File: config.mk
export PLATFORM = sky130hd
export DESIGN_NAME = mrff_ctrl
export DESIGN_NICKNAME = d
export VERILOG_FILES = /design/src/rtl/mrff_pkg.sv /design/src/rtl/mrff_ctrl.sv
export SDC_FILE = /design/constraint.sdc
export NUM_CORES = 1
export LEC_CHECK = 0
export BUFFER_PORTS_ARGS = -buffer_cell sky130_fd_sc_hd__buf_2
export CAP_MARGIN = 20
export CORE_AREA = 2 2 39 41
export DETAILED_ROUTE_END_ITERATION = 6
export DIE_AREA = 0 0 41 43
export PLACE_DENSITY_LB_ADDON = 0.25
export SYNTH_ARGS = -nofsm -noshare
export SYNTH_HDL_FRONTEND = slang
export SYNTH_SLANG_ARGS = --single-unit
File: constraint.sdc
create_clock -name clk -period 1.1 [get_ports clk]
set_input_delay 0.11 -clock clk [delete_from_list [all_inputs] [get_ports clk]]
set_output_delay 0.11 -clock clk [all_outputs]
set_load 0.02 [all_outputs]
File: src/rtl/mrff_pkg.sv
// Package for the multi-revolution flux fusion block.
// Holds the widths, register indexes, transaction types and the controller command types.
// No dependencies.
package mrff_pkg;

	localparam int MAX_REVS = 16;
	localparam int IDX_W    = $clog2(MAX_REVS);
	localparam int CNT_W    = IDX_W + 1;
	localparam int FLUX_W   = 24;
	localparam int POS_W    = 20;
	localparam int SUM_W    = 28;
	localparam int SQ_W     = 52;
	localparam int NUM_W    = 56;
	localparam int THR_W    = 48;
	localparam int N2_W     = 9;
	localparam int NM_W     = 28;
	localparam int CONF_W   = 9;
	localparam int LEN_W    = 16;
	localparam int RAD_W    = 80;
	localparam int ROOT_W   = RAD_W / 2;
	localparam int S_W      = ROOT_W + 1;
	localparam int DIV_W    = NUM_W;
	localparam int DVS_W    = NM_W;

	// Register indexes, decoded from paddr[3].
	localparam logic REG_REVS     = 1'b0;
	localparam logic REG_WEAK_THR = 1'b1;

	typedef struct packed {
		logic [FLUX_W-1:0] flux_ticks;
		logic              track_start;
	} in_item_t;

	typedef struct packed {
		logic [FLUX_W-1:0] fused_ticks;
		logic [CONF_W-1:0] confidence;
		logic [POS_W-1:0]  position;
		logic              region_valid;
		logic [POS_W-1:0]  region_offset;
		logic [LEN_W-1:0]  region_length;
		logic [THR_W-1:0]  region_variance;
	} out_item_t;

	typedef enum logic [3:0] {
		ST_IDLE,
		ST_MUL,
		ST_NUM,
		ST_SCALE,
		ST_ROOT,
		ST_WAIT,
		ST_KDIV,
		ST_KWAIT,
		ST_EMIT
	} state_t;

	typedef struct packed {
		logic insert;
		logic clr_pos;
		logic mul;
		logic num;
		logic scale;
		logic start_root;
		logic start_kdiv;
		logic emit;
	} dp_cmd_t;

	typedef struct packed {
		logic last;
		logic div_busy;
		logic sqrt_busy;
		logic out_free;
	} dp_sts_t;

endpackage

File: src/rtl/mrff_ctrl.sv
// Controller state machine: sequences sample intake and the per-position arithmetic.
// Depends on mrff_pkg for the state and command types.
module mrff_ctrl import mrff_pkg::*; (
	input  logic    clk,
	input  logic    arst_n,
	input  logic    in_valid,
	output logic    in_stall,
	input  logic    rev_wr,
	input  dp_sts_t sts,
	output dp_cmd_t cmd
);

	state_t state_q;
	state_t state_nx;

	always_ff @(posedge clk or negedge arst_n) begin
		if (!arst_n) begin
			state_q <= ST_IDLE;
		end else begin
			state_q <= state_nx;
		end
	end

	// Next state and datapath commands.
	always_comb begin
		state_nx    = state_q;
		cmd         = '0;
		cmd.clr_pos = rev_wr;
		in_stall    = 1'b1;
		case (state_q)
			ST_IDLE: begin
				in_stall = 1'b0;
				if (in_valid) begin
					cmd.insert = 1'b1;
					if (sts.last) begin
						state_nx = ST_MUL;
					end
				end
			end
			ST_MUL: begin
				cmd.mul  = 1'b1;
				state_nx = ST_NUM;
			end
			ST_NUM: begin
				cmd.num  = 1'b1;
				state_nx = ST_SCALE;
			end
			ST_SCALE: begin
				cmd.scale = 1'b1;
				state_nx  = ST_ROOT;
			end
			ST_ROOT: begin
				cmd.start_root = 1'b1;
				state_nx       = ST_WAIT;
			end
			ST_WAIT: begin
				if (!sts.div_busy && !sts.sqrt_busy) begin
					state_nx = ST_KDIV;
				end
			end
			ST_KDIV: begin
				cmd.start_kdiv = 1'b1;
				state_nx       = ST_KWAIT;
			end
			ST_KWAIT: begin
				if (!sts.div_busy) begin
					state_nx = ST_EMIT;
				end
			end
			ST_EMIT: begin
				if (sts.out_free) begin
					cmd.emit = 1'b1;
					state_nx = ST_IDLE;
				end
			end
			default: begin
				state_nx = ST_IDLE;
			end
		endcase
	end

endmodule

; After elaboration in Yosys (flattened, before gate mapping)
; Index checks and enable logic that the tools add are counted.
[classes]
eq_ne = 13
n_mux = 16
n_reduce_logical = 5
[ops]
columns = op, n
row1 = $pmux 4 s9, 1
row2 = $mux 4, 5
row3 = $eq 4x3->1 const B, 4
row4 = $mux 1, 10
row5 = $ne 2x2->1 const B, 5
row6 = $eq 4x2->1 const B, 2
row7 = $reduce_and 5->1, 1
row8 = $eq 4x1->1 const B, 1
row9 = $eq 4x4->1 const B, 1
row10 = $logic_not 4->1, 1
row11 = $logic_not 1->1, 2
row12 = $logic_and 1x1->1, 1
[word_totals]
regBits = 4
input_bits = 8
out_inout_bits = 9

; Logic depth before layout (Yosys ltp)
[depth]
word_depth = 4
mapped_depth = 4
depth_no_buf = 3

; Least setup slack after synthesis
; No wires, ideal clock.
[synth_timing]
kind = flip-flop to output port
start = register state_q[1]
end = output port cmd[5] in the netlist's numbering
arrival_time_ns = 1.268
setup_slack_ns = -0.278
stages_incl_launch_ff = 3
n_path_buf = 1
cell_sequence = dfrtp_1 > buf_6 > nor4b_1
[synth_rtl]
columns = item, line_no
row1 = from (decl), mrff_ctrl.sv:13  ; state_t state_q;
row2 = from (signal assigned), mrff_ctrl.sv:20  ; state_q <= state_nx;
row3 = to (decl), mrff_ctrl.sv:10  ; output dp_cmd_t cmd

==> impl_metrics.py <==
metrics = {
    "critical_path": {
        "worst_ep_required_time_ns": 0.99,
        "startpoint_type": "flip-flop",
        "cp_slowest_cell": "dfrtp_2",
        "crit_chain": "nor2_4 > nand3b_1 > nor2_2 > buf_6",
        "crit_path_max_fanout": 6,
        "critPathMaxStageDelay_ns": 0.45,
        "worst-setup-path-type": "reg2out",
        "crit_arrival_ns": 1.18,
        "end_kind": "primary output",
    },
    "cells_and_area": {
        "syn2layout_area_growth_pct": 99.59,
        "largest_register_ffs": 4,
        "antenna_cells": 0,
        "reg_top3": "state_q x4",
        "fin_util_pct": 43.49,
        "final_nets": 74,
        "max_flop_register": "state_q",
        "drive_above_1_share_pct": 75.00,
    },
    "sta": {
        "period_needed_ns": 1.288,
        "worst_pin_slew_ns": 0.2470,
        "finalSetupTns_ns": -1.525,
        "final.period_utilization_pct": 117.1,
        "setup_ws_ns": -0.1882,
        "hold_slack_ns": 0.07058,
        "clock_skew_ns": 0.007825,
        "setup_viol": 11,
        "report.final.slew_viol_count": 0,
        "rsz0062_at_grt": "yes",
        "slew-limit-headroom_pct": 83.44,
        "finalHoldViolations": 0,
        "max_freq_mhz": 776.2,
    },
    "synthesis": {
        "synthCells": 35,
        "postSynth.asyncResetShare_pct": 100.0,
        "seq_area_frac_synth_pct": 33.20,
        "synth_top_area_cell": "dfrtp_1",
        "synth_edf_count": 0,
        "syn_area_per_cell_um2": 8.615,
        "netlist_area_um2": 301.5,
        "yosysUniqueCellTypes": 19,
        "syn_nets": 43,
        "ys.warnings.count": 0,
        "synth_seq_cells": 4,
        "synthTopCellsByArea": "dfrtp_1 (33%), buf_6 (7.5%), nor3_1 (6.6%), o32ai_2 (5.4%), a211oi_1 (5.0%)",
        "yosysTopAreaCellShare_pct": 33.20,
        "synth_ff_type": "dfrtp_1",
        "synthTopCellsByCount": "dfrtp_1 (4), nor2_1 (4), nor3_1 (4)",
    },
    "floorplanning": {
        "die_w_um": 41,
        "fp.coreArea_mm2": 0.001384,
        "fp.dieH_um": 43,
        "ioPinCount": 17,
        "dieArea_mm2": 0.001763,
        "rows": 14,
        "initial_utilization_pct": 21.79,
    },
    "outcome": {
        "violations": "negative setup slack",
        "outcome": "finished, violations left",
    },
    "placement": {
        "globalplace.congestion": 0.8194,
        "dpl.hpwl_um": 563.4,
        "portBuffers": 14,
    },
    "global_routing": {
        "grt_pass1_wl_um": 1490,
        "grt_antenna_before_repair": 0,
        "grt_max_degree": 8,
        "grt-ovfl-total": 0,
        "grt_pass1_vias": 369,
        "track_usage_pct": 12.94,
    },
    "drt": {
        "drt-total-wl_um": 894,
        "wl_per_cell_um": 11.18,
        "route.vias.total": 367,
        "dr.pass1.iters": 4,
        "drtIter0Drc": 8,
        "ant_nets": 0,
        "viasPerCell": 4.588,
        "drcViolationCount": 0,
    },
    "clock_network": {
        "cts_buffers": 3,
        "root_buffer": "clkbuf_4",
        "numClockSinks": 4,
        "path_clk_slew_ns": 0.04,
        "cts_max_level": 1,
        "cts_max_path_buffers": 2,
        "clk_latency_ns": 0.24,
        "cts_tree": "done",
    },
    "job": {
        "cap_violations": 0,
    },
    "pwr": {
        "cellLeakagePower_nw": 0.2739,
        "power.density_mw_per_mm2": 2887,
        "irDropWorstVdd_uv": 1051,
    },
    "worst_hold_path": {
        "hp-class": "in2reg",
    },
}
[worst max-delay path, delay by kind of cell, from the launching register on]
kind / cells / cell delay, ns
flops: 1 / 0.45
simple gates: 3 / 0.38
buf+inv: 1 / 0.12
[report_power, final]
group	leakage (nW)	switching (mW)	internal, mW
clock network	0.0138	0.0660	0.122
logic	0.216	0.516	0.656
registers	0.0439	0.148	0.229
[cell usage in the layout, fill, tap and decap left out, drive strengths merged]
| cell type | instances |
|---|---|
| a211oi | 2 |
| nor4 | 1 |
| nor2b | 1 |
| and3 | 1 |
| nor4b | 1 |
| clkbuf | 3 |
| nand2b | 2 |
| a21oi | 2 |
| buf | 29 |
| nand2 | 2 |
| nor2 | 5 |
| dfrtp | 4 |
| o21ai | 1 |
| nor3 | 4 |
| dlygate4sd3 | 1 |
| nand3b | 1 |
| nor3b | 2 |
| o32ai | 1 |
| inv | 1 |
[per-layer routing]
| metal | part of all wire (%) | GRT usage [%] |
|---|---|---|
| met3 | 3.1 | 3.141 |
| met4 | 0 | 8.000 |
| met2 | 56 | 20.63 |
| met1 | 40 | 14.47 |
| met5 | 0 | 0 |
[cell families (layout without fill, tap and decap cells)]
kind of cell	count (synthesis)	after routing	synth area share, %
AOI/OAI and AO/OA	6	6	15.35
buffers and inverters	5	34	13.69
DFF	4	4	33.20
and+or+nand+nor	20	20	37.76
[path summary, 6_finish.rpt]
check	from	end	slack (ns)	cells after the start
min in group asynchronous	arst_n	state_q[2]$_DFFE_PN0P_	0.20	2
min	sts[0]	state_q[3]$_DFFE_PN0P_	0.07	2
max	state_q[1]$_DFFE_PN0P_	cmd[0]	-0.19	4
min reg2reg	state_q[0]$_DFFE_PN0P_	state_q[0]$_DFFE_PN0P_	0.59	1
max in group asynchronous	arst_n	state_q[1]$_DFFE_PN0P_	0.76	2
max reg2reg	state_q[2]$_DFFE_PN0P_	state_q[1]$_DFFE_PN0P_	-0.11	4
[per-stage QoR]
step | instances | power (mW) | area (µm²) | setup slack (ns)
after global routing | 80 | 1.865 | 601.8 | -0.2454
after detailed placement | 70 | 1.146 | 445.4 | -0.07973
after floorplan | 35 | 0.8624 | 325.3 | -0.009713
after CTS | 80 | 1.588 | 571.8 | -0.2052
after global placement | 70 | 1.153 | 445.4 | -0.1077
final | 80 | 1.737 | 601.8 | -0.1882
[repair_timing]
item	in CTS	in global routing
endpoints found under the setup margin	9	12
hold endpoints to repair	4	0
gates resized for setup	18	7
hold buffers	1	0
pin swaps	2	4
setup buffers	6	2
[cell type report]
cell class	count	area, µm²
Fill cell	144	782.0
Timing Repair Buffer	30	227.7
Multi-Input combinational cell	26	222.7
Sequential cell	4	105.1
Clock buffer	3	22.52
Tap cell	16	20.02
Inverter	1	3.754
Power figures use the tool's default switching activity.
